[src/hdl/calhq_pkg.sv]
package calhq_pkg;

  localparam int HOT_ENTRIES  = 16;
  localparam int DEAD_ENTRIES = 16;
  localparam int QUEUE_DEPTH  = 2;
  localparam int QPTR_W       = (QUEUE_DEPTH > 1) ? $clog2(QUEUE_DEPTH) : 1;
  localparam int QCNT_W       = $clog2(QUEUE_DEPTH + 1);

  localparam int ADDR_W = 4;
  localparam int DATA_W = 32;

  localparam logic [1:0] REG_CHECK_EN  = 2'd0;
  localparam logic [1:0] REG_CHARGE_LO = 2'd1;
  localparam logic [1:0] REG_TIME_LO   = 2'd2;
  localparam logic [1:0] REG_TIME_HI   = 2'd3;

  localparam logic [4:0]  CHECK_EN_RESET  = 5'd0;
  localparam logic [11:0] CHARGE_LO_RESET = 12'd0;
  localparam logic [7:0]  TIME_LO_RESET   = 8'd0;
  localparam logic [7:0]  TIME_HI_RESET   = 8'd60;

  localparam int EN_LOW  = 0;
  localparam int EN_SAT  = 1;
  localparam int EN_TIME = 2;
  localparam int EN_HOT  = 3;
  localparam int EN_DEAD = 4;

  localparam logic [1:0] RANGE_LOW = 2'd0;
  localparam logic [1:0] RANGE_SAT = 2'd3;

  localparam logic [2:0] OPC_FILTER   = 3'd0;
  localparam logic [2:0] OPC_ADD_HOT  = 3'd1;
  localparam logic [2:0] OPC_REM_HOT  = 3'd2;
  localparam logic [2:0] OPC_ADD_DEAD = 3'd3;
  localparam logic [2:0] OPC_REM_DEAD = 3'd4;

  localparam logic [1:0] ST_OK        = 2'd0;
  localparam logic [1:0] ST_NOT_FOUND = 2'd1;
  localparam logic [1:0] ST_FULL      = 2'd2;

  typedef enum logic [2:0] {
    OPK_NONE,
    OPK_FILTER,
    OPK_ADD_HOT,
    OPK_REM_HOT,
    OPK_ADD_DEAD,
    OPK_REM_DEAD
  } op_kind_t;

  typedef struct packed {
    logic [2:0]  opcode;
    logic [31:0] crystal_id;
    logic [1:0]  charge_range;
    logic [11:0] charge;
    logic [7:0]  hit_time;
  } hit_t;

  typedef struct packed {
    logic       hit_good;
    logic [1:0] op_status;
  } res_t;

  typedef struct packed {
    op_kind_t    kind;
    logic [31:0] crystal_id;
    logic        scalar_ok;
    logic        hot_chk;
    logic        dead_chk;
  } entry_t;

  typedef struct packed {
    logic        en;
    op_kind_t    kind;
    logic [31:0] crystal_id;
  } tbl_cmd_t;

  typedef struct packed {
    logic hot_found;
    logic hot_full;
    logic dead_found;
    logic dead_full;
  } tbl_stat_t;

endpackage

[src/hdl/calhq_front.sv]
module calhq_front
  import calhq_pkg::*;
(
  input  logic              clk,
  input  logic              rst,
  input  logic              psel,
  input  logic              penable,
  input  logic              pwrite,
  input  logic [ADDR_W-1:0] paddr,
  input  logic [DATA_W-1:0] pwdata,
  output logic [DATA_W-1:0] prdata,
  input  logic              hit_valid,
  output logic              hit_stall,
  input  hit_t              hit_data,
  input  logic              q_full,
  output logic              q_push,
  output entry_t            q_entry
);

  logic [4:0]  check_en;
  logic [11:0] charge_lo;
  logic [7:0]  time_lo;
  logic [7:0]  time_hi;
  logic        wr;
  logic [1:0]  reg_idx;
  logic        low_fail;
  logic        sat_fail;
  logic        time_fail;
  op_kind_t    kind;

  assign wr      = psel && penable && pwrite;
  assign reg_idx = paddr[3:2];

  always_ff @(posedge clk) begin
    if (rst) begin
      check_en  <= CHECK_EN_RESET;
      charge_lo <= CHARGE_LO_RESET;
      time_lo   <= TIME_LO_RESET;
      time_hi   <= TIME_HI_RESET;
    end else if (wr) begin
      unique case (reg_idx)
        REG_CHECK_EN:  check_en  <= pwdata[4:0];
        REG_CHARGE_LO: charge_lo <= pwdata[11:0];
        REG_TIME_LO:   time_lo   <= pwdata[7:0];
        REG_TIME_HI:   time_hi   <= pwdata[7:0];
        default:       ;
      endcase
    end
  end

  always_comb begin
    unique case (reg_idx)
      REG_CHECK_EN:  prdata = {27'd0, check_en};
      REG_CHARGE_LO: prdata = {20'd0, charge_lo};
      REG_TIME_LO:   prdata = {24'd0, time_lo};
      REG_TIME_HI:   prdata = {24'd0, time_hi};
      default:       prdata = '0;
    endcase
  end

  always_comb begin
    unique case (hit_data.opcode)
      OPC_FILTER:   kind = OPK_FILTER;
      OPC_ADD_HOT:  kind = OPK_ADD_HOT;
      OPC_REM_HOT:  kind = OPK_REM_HOT;
      OPC_ADD_DEAD: kind = OPK_ADD_DEAD;
      OPC_REM_DEAD: kind = OPK_REM_DEAD;
      default:      kind = OPK_NONE;
    endcase
  end

  assign low_fail  = check_en[EN_LOW] && (hit_data.charge_range == RANGE_LOW)
                     && (hit_data.charge < charge_lo);
  assign sat_fail  = check_en[EN_SAT] && (hit_data.charge_range == RANGE_SAT);
  assign time_fail = check_en[EN_TIME]
                     && ((hit_data.hit_time < time_lo) || (hit_data.hit_time > time_hi));

  assign hit_stall = q_full;
  assign q_push    = hit_valid && !q_full;

  always_comb begin
    q_entry.kind       = kind;
    q_entry.crystal_id = hit_data.crystal_id;
    q_entry.scalar_ok  = !(low_fail || sat_fail || time_fail);
    q_entry.hot_chk    = check_en[EN_HOT];
    q_entry.dead_chk   = check_en[EN_DEAD];
  end

endmodule

[src/hdl/calhq_queue.sv]
module calhq_queue
  import calhq_pkg::*;
(
  input  logic   clk,
  input  logic   rst,
  input  logic   push,
  input  entry_t push_data,
  input  logic   pop,
  output entry_t head,
  output logic   full,
  output logic   empty
);

  entry_t            slots [QUEUE_DEPTH];
  logic [QPTR_W-1:0] wptr;
  logic [QPTR_W-1:0] rptr;
  logic [QCNT_W-1:0] count;

  assign full  = (count == QCNT_W'(QUEUE_DEPTH));
  assign empty = (count == '0);
  assign head  = slots[rptr];

  always_ff @(posedge clk) begin
    if (push) begin
      slots[wptr] <= push_data;
    end
  end

  always_ff @(posedge clk) begin
    if (rst) begin
      wptr  <= '0;
      rptr  <= '0;
      count <= '0;
    end else begin
      if (push) begin
        wptr <= (wptr == QPTR_W'(QUEUE_DEPTH - 1)) ? '0 : wptr + QPTR_W'(1);
      end
      if (pop) begin
        rptr <= (rptr == QPTR_W'(QUEUE_DEPTH - 1)) ? '0 : rptr + QPTR_W'(1);
      end
      if (push && !pop) begin
        count <= count + QCNT_W'(1);
      end else if (pop && !push) begin
        count <= count - QCNT_W'(1);
      end
    end
  end

endmodule

[src/hdl/calhq_tables.sv]
module calhq_tables
  import calhq_pkg::*;
(
  input  logic      clk,
  input  logic      rst,
  input  tbl_cmd_t  cmd,
  output tbl_stat_t stat
);

  logic [31:0]             hot_ids   [HOT_ENTRIES];
  logic [HOT_ENTRIES-1:0]  hot_valid;
  logic [HOT_ENTRIES-1:0]  hot_match;
  logic [HOT_ENTRIES-1:0]  hot_free;
  logic [HOT_ENTRIES-1:0]  hot_first;
  logic [31:0]             dead_ids  [DEAD_ENTRIES];
  logic [DEAD_ENTRIES-1:0] dead_valid;
  logic [DEAD_ENTRIES-1:0] dead_match;
  logic [DEAD_ENTRIES-1:0] dead_free;
  logic [DEAD_ENTRIES-1:0] dead_first;
  logic                    hot_add;
  logic                    hot_rem;
  logic                    dead_add;
  logic                    dead_rem;

  always_comb begin
    for (int i = 0; i < HOT_ENTRIES; i++) begin
      hot_match[i] = hot_valid[i] && (hot_ids[i] == cmd.crystal_id);
    end
    for (int i = 0; i < DEAD_ENTRIES; i++) begin
      dead_match[i] = dead_valid[i] && (dead_ids[i] == cmd.crystal_id);
    end
  end

  assign hot_free   = ~hot_valid;
  assign hot_first  = hot_free & (~hot_free + HOT_ENTRIES'(1));
  assign dead_free  = ~dead_valid;
  assign dead_first = dead_free & (~dead_free + DEAD_ENTRIES'(1));

  assign stat.hot_found  = |hot_match;
  assign stat.hot_full   = ~|hot_free;
  assign stat.dead_found = |dead_match;
  assign stat.dead_full  = ~|dead_free;

  assign hot_add  = cmd.en && (cmd.kind == OPK_ADD_HOT) && !stat.hot_found;
  assign hot_rem  = cmd.en && (cmd.kind == OPK_REM_HOT);
  assign dead_add = cmd.en && (cmd.kind == OPK_ADD_DEAD) && !stat.dead_found;
  assign dead_rem = cmd.en && (cmd.kind == OPK_REM_DEAD);

  always_ff @(posedge clk) begin
    for (int i = 0; i < HOT_ENTRIES; i++) begin
      if (hot_add && hot_first[i]) begin
        hot_ids[i] <= cmd.crystal_id;
      end
    end
    for (int i = 0; i < DEAD_ENTRIES; i++) begin
      if (dead_add && dead_first[i]) begin
        dead_ids[i] <= cmd.crystal_id;
      end
    end
  end

  always_ff @(posedge clk) begin
    if (rst) begin
      hot_valid  <= '0;
      dead_valid <= '0;
    end else begin
      if (hot_add) begin
        hot_valid <= hot_valid | hot_first;
      end else if (hot_rem) begin
        hot_valid <= hot_valid & ~hot_match;
      end
      if (dead_add) begin
        dead_valid <= dead_valid | dead_first;
      end else if (dead_rem) begin
        dead_valid <= dead_valid & ~dead_match;
      end
    end
  end

endmodule

[src/hdl/calhq_back.sv]
module calhq_back
  import calhq_pkg::*;
(
  input  logic      clk,
  input  logic      rst,
  input  entry_t    head,
  input  logic      q_empty,
  output logic      q_pop,
  output tbl_cmd_t  tbl_cmd,
  input  tbl_stat_t tbl_stat,
  output logic      res_valid,
  input  logic      res_stall,
  output res_t      res_data
);

  res_t res_next;

  assign q_pop = !q_empty && (!res_valid || !res_stall);

  always_comb begin
    tbl_cmd.en         = q_pop;
    tbl_cmd.kind       = head.kind;
    tbl_cmd.crystal_id = head.crystal_id;
  end

  always_comb begin
    res_next = '0;
    unique case (head.kind)
      OPK_FILTER: begin
        res_next.hit_good = head.scalar_ok
                            && !(head.hot_chk && tbl_stat.hot_found)
                            && !(head.dead_chk && tbl_stat.dead_found);
      end
      OPK_ADD_HOT: begin
        if (!tbl_stat.hot_found && tbl_stat.hot_full) begin
          res_next.op_status = ST_FULL;
        end
      end
      OPK_ADD_DEAD: begin
        if (!tbl_stat.dead_found && tbl_stat.dead_full) begin
          res_next.op_status = ST_FULL;
        end
      end
      OPK_REM_HOT: begin
        if (!tbl_stat.hot_found) begin
          res_next.op_status = ST_NOT_FOUND;
        end
      end
      OPK_REM_DEAD: begin
        if (!tbl_stat.dead_found) begin
          res_next.op_status = ST_NOT_FOUND;
        end
      end
      default: ;
    endcase
  end

  always_ff @(posedge clk) begin
    if (q_pop) begin
      res_data <= res_next;
    end
  end

  always_ff @(posedge clk) begin
    if (rst) begin
      res_valid <= 1'b0;
    end else if (q_pop) begin
      res_valid <= 1'b1;
    end else if (!res_stall) begin
      res_valid <= 1'b0;
    end
  end

endmodule

[src/hdl/calorimeter_hit_qualifier_top.sv]
// Calorimeter hit qualifier. Each accepted item (a hit to filter or a hot/dead
// mask table edit) yields exactly one result item, in order. A front stage
// classifies the item and applies the charge and time checks, a two-entry queue
// decouples it from the back stage, which compares the id against all sixteen
// slots of both mask tables at once, edits the tables and registers the result.
// One item per cycle is sustained while the result side does not stall. Registers
// lie at byte addresses 0x0 check enables, 0x4 charge low threshold, 0x8 time
// low limit, 0xC time high limit; the user must write them only while no item is
// in flight, which the block itself does not enforce.
module calorimeter_hit_qualifier_top
  import calhq_pkg::*;
(
  input  logic              clk,
  input  logic              rst,
  input  logic              psel,
  input  logic              penable,
  input  logic              pwrite,
  input  logic [ADDR_W-1:0] paddr,
  input  logic [DATA_W-1:0] pwdata,
  output logic [DATA_W-1:0] prdata,
  output logic              pready,
  input  logic              hit_valid,
  output logic              hit_stall,
  input  hit_t              hit_data,
  output logic              res_valid,
  input  logic              res_stall,
  output res_t              res_data
);

  logic      q_full;
  logic      q_empty;
  logic      q_push;
  logic      q_pop;
  entry_t    q_entry;
  entry_t    q_head;
  tbl_cmd_t  tbl_cmd;
  tbl_stat_t tbl_stat;

  assign pready = 1'b1;

  calhq_front u_front (
    .clk       (clk),
    .rst       (rst),
    .psel      (psel),
    .penable   (penable),
    .pwrite    (pwrite),
    .paddr     (paddr),
    .pwdata    (pwdata),
    .prdata    (prdata),
    .hit_valid (hit_valid),
    .hit_stall (hit_stall),
    .hit_data  (hit_data),
    .q_full    (q_full),
    .q_push    (q_push),
    .q_entry   (q_entry)
  );

  calhq_queue u_queue (
    .clk       (clk),
    .rst       (rst),
    .push      (q_push),
    .push_data (q_entry),
    .pop       (q_pop),
    .head      (q_head),
    .full      (q_full),
    .empty     (q_empty)
  );

  calhq_tables u_tables (
    .clk  (clk),
    .rst  (rst),
    .cmd  (tbl_cmd),
    .stat (tbl_stat)
  );

  calhq_back u_back (
    .clk       (clk),
    .rst       (rst),
    .head      (q_head),
    .q_empty   (q_empty),
    .q_pop     (q_pop),
    .tbl_cmd   (tbl_cmd),
    .tbl_stat  (tbl_stat),
    .res_valid (res_valid),
    .res_stall (res_stall),
    .res_data  (res_data)
  );

endmodule

[config.mk]
export PLATFORM = sky130hd
export DESIGN_NAME = calorimeter_hit_qualifier_top
export DESIGN_NICKNAME = d
export VERILOG_FILES = /design/src/hdl/calhq_pkg.sv /design/src/hdl/calhq_front.sv /design/src/hdl/calhq_queue.sv /design/src/hdl/calhq_tables.sv /design/src/hdl/calhq_back.sv /design/src/hdl/calorimeter_hit_qualifier_top.sv
export SDC_FILE = /design/constraint.sdc
export NUM_CORES = 2
export LEC_CHECK = 0
export BUFFER_PORTS_ARGS = -buffer_cell sky130_fd_sc_hd__buf_2
export CAP_MARGIN = 20
export CORE_ASPECT_RATIO = 0.7
export CORE_MARGIN = 2
export CORE_UTILIZATION = 25
export CTS_BUF_LIST = sky130_fd_sc_hd__clkbuf_4 sky130_fd_sc_hd__clkbuf_8
export CTS_CLUSTER_SIZE = 24
export DETAILED_ROUTE_END_ITERATION = 8
export HOLD_SLACK_MARGIN = 0.1
export PLACE_DENSITY = 0.45
export REMOVE_ABC_BUFFERS = 1
export SLEW_MARGIN = 20
export SYNTH_ARGS = -nofsm -noshare
export SYNTH_HDL_FRONTEND = slang
export SYNTH_SLANG_ARGS = --single-unit
[constraint.sdc]
create_clock -name clk -period 7.3 [get_ports clk]
set_input_delay 0.73 -clock clk [delete_from_list [all_inputs] [get_ports clk]]
set_output_delay 0.73 -clock clk [all_outputs]
set_load 0.005 [all_outputs]
* Word-level counts from Yosys, hierarchy flattened
Memory sizes are Yosys's and may differ from the RTL's. A register that Yosys moved wholly into a read port is not among the register bits.
Cells that the tools add are included.
** Word-level totals
- Register bits :: 73
- Memories :: 3
- Bits in writable memories :: 1100
- Input bits :: 100
** Memories
- u_tables.dead_ids :: depth 16, width 32, read ports 16, clocked after memory_dff 0, write ports 1, line calhq_tables.sv:15 : logic [31:0] dead_ids [DEAD_ENTRIES];
- u_tables.hot_ids :: depth 16, width 32, read ports 16, clocked after memory_dff 0, write ports 1, line calhq_tables.sv:10 : logic [31:0] hot_ids [HOT_ENTRIES];
- u_queue.slots :: depth 2, width 38, read ports 1, clocked after memory_dff 1, write ports 1, line calhq_queue.sv:14 : entry_t slots [QUEUE_DEPTH];
** Operators by class
- Reduce and logical (&&, ||, !) cells :: 148
- Eq/ne operators :: 47
- Bitwise operators :: 12
- Add/subtract/negate cells :: 6
- Order comparisons :: 3
- Mux-type cells :: 175
** Operators by type and width (count)
- $eq A32 B32 Y1 :: 32
- $mux W32 :: 30
- $reduce_or A32 Y1 :: 30
- $pmux W32 S4 :: 1
- $mux W4 :: 30
- $mux W1 :: 104
- $not A16 Y16 :: 6
- $logic_and A1 B1 Y1 :: 86
- $and A16 B16 Y16 :: 4
- $mux W16 :: 4
- $reduce_or A16 Y1 :: 4
- $add A16 B1 Y16 const B :: 2
- $or A16 B16 Y16 :: 2
- $pmux W3 S5 :: 1
- $logic_not A1 Y1 :: 13
- $eq A3 B2 Y1 const B :: 4
- $lt A12 B12 Y1 :: 1
- $eq A3 B3 Y1 const B :: 3
- $eq A2 B2 Y1 const B :: 4
- $gt A8 B8 Y1 :: 1
- $lt A8 B8 Y1 :: 1
- $mux W2 :: 4
- $pmux W2 S4 :: 1
- $reduce_and A2 Y1 :: 4
- other kinds (10) :: 19

* Depth between registers and ports, before layout
An unclocked memory read counts as a cell.
- Word-level depth :: 25
- Gate-level depth with buffers :: 14
- Mapped depth without buffers :: 10

* Hierarchy
A second synthesis with hierarchy kept.
** Unflattened totals
- Cell total of the unflattened synthesis :: 3292
- Area, all modules :: 51231.6 um^2
** By module, submodules not included
- calhq_tables :: cells an instance 2778, times used 1, area an instance 45225.9 um^2
- calhq_queue :: cells an instance 140, times used 1, area an instance 2952.8 um^2
- calhq_front :: cells an instance 320, times used 1, area an instance 2568.7 um^2
- calhq_back :: cells an instance 52, times used 1, area an instance 473.0 um^2
- calorimeter_hit_qualifier_top :: cells an instance 2, times used 1, area an instance 11.3 um^2

* Worst setup path before layout
Ideal clock, no wire load.
- Path kind :: register to register
- From :: register (tool-made name)
- To :: memory u_tables.dead_ids[11][4] (netlist: u_tables.dead_ids[1][100]), enable pin
- Data arrival time :: 6.166 ns
- Setup time :: 0.513 ns
- Period minus slack after synthesis :: 6.679 ns
- Slack :: 0.621 ns
- Stages on the path, launching flop included :: 14
- Path through :: dfxtp_1 buf_6 buf_12 mux2i_2 buf_6 buf_2 xnor2_1 nor4_1 nand4_1 nor3_1 a2111oi_0 nand4_1 nor2_2 nor4b_1
** RTL lines (line)
- to (decl) :: calhq_tables.sv:15

==> key figures <==
Routing
  • WL met3: 12100 um
  • DR iter-0 viols: roughly 3700
  • Via density per instance: approximately 4.6
  • WL per Instance: 27.7 um
  • Wire length on met1: 86200 um
  • DR vias: between 20000 and 30000
  • Detailed-route wire length: ~170000 um
  • Antenna Nets Post-Route: 0
  • Drt pass-1 iters: 5
  • Met2 WL: 74400 um
  • Max layer used: met4
  • Drt drc: 0

Pwr
  • Leak: about 0.017 uW
  • Worst VDD drop: roughly 0.00022 V
  • Pwr/cell area: roughly 350 nW/um2
  • Total power: between 20000 and 25000 uW

Layout
  • Final nets: between 3000 and 4000
  • Layout fillers: between 20000 and 25000
  • Layout cells sized above 1: between 10% and 20%
  • Layout area overhead: 16.3%

Timing
  • Clock skew: 0.0611 ns
  • Hold Fails Final Rpt: 0
  • RSZ-0062 raised after global routing: false
  • Final setup viols: 0
  • Fin Hold WS: roughly 0.2 ns
  • Max Transition Viols Final: 0
  • Part of the cycle the worst path needs: ~82%
  • Max frequency: roughly 170 MHz
  • Setup WS post-layout: approximately 1.3 ns
  • Post-route minimum period: roughly 6 ns
  • Slew headroom: 23.5%
  • Worst-margin pin slew: approximately 1.1 ns

GRT
  • Antenna violations before repair: 30
  • Vias in the first global route: between 20000 and 30000
  • Largest net degree at the start of global routing: 43
  • Global route overflow: 0
  • First-pass GRT wire length: about 240000 um
  • Global-route usage over all layers: between 15 and 20%

Clock network
  • CTS Sinks: approximately 1200
  • CTS tree: yes
  • Clock root buffer master: clkbuf_8
  • Setup repair bufs after CTS: 0
  • CTS Buf Count: 184
  • Clock transition at path regs: 0.06 ns
  • Clk_lat worst skew: 0.89 ns
  • H-tree depth: 4
  • Largest buffer count on any clock path: 4

Floorplanning
  • Die H: 379 um
  • Initial Util: between 20% and 30%
  • Chip width: about 540 um
  • IO Pins: around 140
  • Die area: a little over 200000 um2
  • Rows: between 100 and 150
  • Core area: roughly 200000 um2

Synthesis
  • Synth unique cells: 60
  • Post-synth EDFFs: around 1100
  • Netlist Area Pre-Place: 50400 um2
  • Syn Area/Cell: between 15 and 20 um2
  • Gate Count Post-Synth: about 3200
  • Post-synthesis register bit count: between 1000 and 1500
  • Post-synth top flop: edfxtp_1
  • Top cells by area, synth: edfxtp_1 (66%), xnor2_1 (18%), nor4_1 (3.5%)
  • Share of the synthesized area in the top cell type: about two thirds
  • Post-synth top area cell: edfxtp_1
  • Most frequent cell after synthesis: edfxtp_1
  • Sequential share of the synthesized area: between 60% and 70%
  • Synth Warn #: 0
  • FFs w/ async S/R, synth: 0%
  • Top cells by count, synth: edfxtp_1 (1103), xnor2_1 (1026), nor4_1 (278)

Placement
  • Setup Slack @ Placement: about 1.3 ns
  • Port bufs: 94
  • Post-DP HPWL: roughly 90000 um
  • RePlAce Congestion: roughly 0.80

Hold path
  • Worst Hold Launch: hit_data[56]
  • Worst hold path type: in -> reg

Setup path
  • Critical path class: reg -> reg
  • CP Data Required Time: between 7 and 8 ns
  • Crit. End Element: flip-flop
  • Worst EP arrival: between 6 and 7 ns
  • Worst setup SP type: flip-flop
  • Crit Path Max Fanout: 32

Run status
  • Run status: finished clean

Flow run
  • Max-cap violations: 0
## layout by cell type, fill, tap and decap left out, types with 5 or more instances in the layout
| master | instances |
|---|---|
| a2111oi_0 | 6 |
| a2111oi_2 | 5 |
| a21o_1 | 12 |
| a21oi_1 | 25 |
| a221oi_1 | 5 |
| a32o_1 | 6 |
| and2_1 | 5 |
| and3_1 | 10 |
| buf_12 | 30 |
| buf_2 | 94 |
| buf_4 | 88 |
| clkbuf_4 | 60 |
| clkbuf_8 | 189 |
| clkinv_1 | 39 |
| clkinv_2 | 20 |
| conb_1 | 21 |
| dfxtp_1 | 70 |
| diode_2 | 10 |
| dlygate4sd3_1 | 45 |
| edfxtp_1 | 1103 |
| ha_1 | 27 |
| inv_1 | 61 |
| inv_2 | 25 |
| mux2i_1 | 22 |
| mux2i_4 | 32 |
| mux4_2 | 5 |
| nand2_1 | 61 |
| nand3_1 | 8 |
| nand4_1 | 74 |
| nor2_1 | 60 |
| nor3_1 | 42 |
| nor4_1 | 265 |
| nor4_2 | 13 |
| nor4b_2 | 5 |
| o21a_1 | 8 |
| o21ai_0 | 12 |
| xnor2_1 | 1026 |
## routing by layer
layer  vias to the layer above  GRT usage [%]
li1                      12400              -
met1                     15300           26.0
met2                      1127           24.5
met3                       192           2.41
met4                         0           2.63
met5                         -              0
## critical path, cell delays in order, from the launching register on
cell and delay (ns):
dfxtp_4 0.94, buf_4 0.38, mux2i_4 0.93, buf_12 0.33
xnor2_1 0.15, nor4_1 0.07, nand4_1 0.18, nor2_1 0.17
a2111oi_2 0.45, nand4_2 0.16, nor3_1 0.84, nor4b_2 0.36
buf_4 0.44
## repair_timing
| item | in CTS | in global routing |
|---|---|---|
| resized for setup | 0 | 0 |
| hold endpoints to repair | 94 | 0 |
| hold buffers | 45 | 0 |
## stage by stage
step / setup TNS [ns] / std cells / cell area (um2) / utilization, %
3_3_place_gp: 0 / 5942 / 54700 / 27.4
6_report: 0 / 6304 / 58600 / 29.3
5_1_grt: 0 / 6295 / 58600 / 29.3
2_1_floorplan: -2246.72 / 3089 / 49400 / -
4_1_cts: 0 / 6294 / 58500 / 29.3
3_5_place_dp: 0 / 5942 / 54700 / 27.4
## layout make-up
type | instances | area, um2 | area share [%]
clock buffers | 249 | 3050 | 5.21
diodes | 10 | 25.0 | 0.0427
inverters | 93 | 358 | 0.611
repair buffers | 257 | 2180 | 3.73
flip-flops and latches | 1174 | 34500 | 59.0
well taps | 2641 | 3300 | 5.64
multi-input cells | 1822 | 14800 | 25.2
clock inverters | 58 | 347 | 0.592
## sequential cells by signal, indices dropped and copies added (netlist names), named ones only
register / count
u_queue.rptr: 1
u_queue.slots: 76
u_queue.count: 2
u_back.res_valid: 1
u_front.check_en: 5
u_front.time_hi: 8
u_tables.hot_valid: 16
u_queue.wptr: 1
u_tables.dead_valid: 16
u_front.time_lo: 8
u_tables.dead_ids: 512
u_back.res_data: 3
u_tables.hot_ids: 512
u_front.charge_lo: 12
## cell families (layout without fill, tap and decap cells)
family	after synthesis	count (layout)	share of synthesized area, %
other	2	31	0.0149
AOI/OAI and AO/OA	110	110	1.67
xor gates and xnor gates	1029	1029	17.9
adders and majority gates	27	27	0.671
buffers and inverters	237	657	2.72
muxes	62	62	1.97
and+or+nand+nor	573	573	6.46
DFF	1174	1174	68.6
## final timing paths
path                              endpoint  slack [ns]  cells after the start
hold / removal        u_queue.slots[1][36]        0.20                      2
setup reg to reg  u_tables.hot_ids[1][244]        1.28                     12
setup / recovery  u_tables.hot_ids[1][244]        1.28                     12
hold reg to reg       u_front.charge_lo[4]        0.47                      2
## power by group
| part | total, uW | switching (uW) | internal (uW) |
|---|---|---|---|
| sequential | 8260 | 135 | 8130 |
| clock | 5500 | 2670 | 2830 |
| combinational | 6860 | 4850 | 2010 |
| total | 20600 | 7660 | 13000 |
No activity file was read; power rests on OpenSTA's default activity.
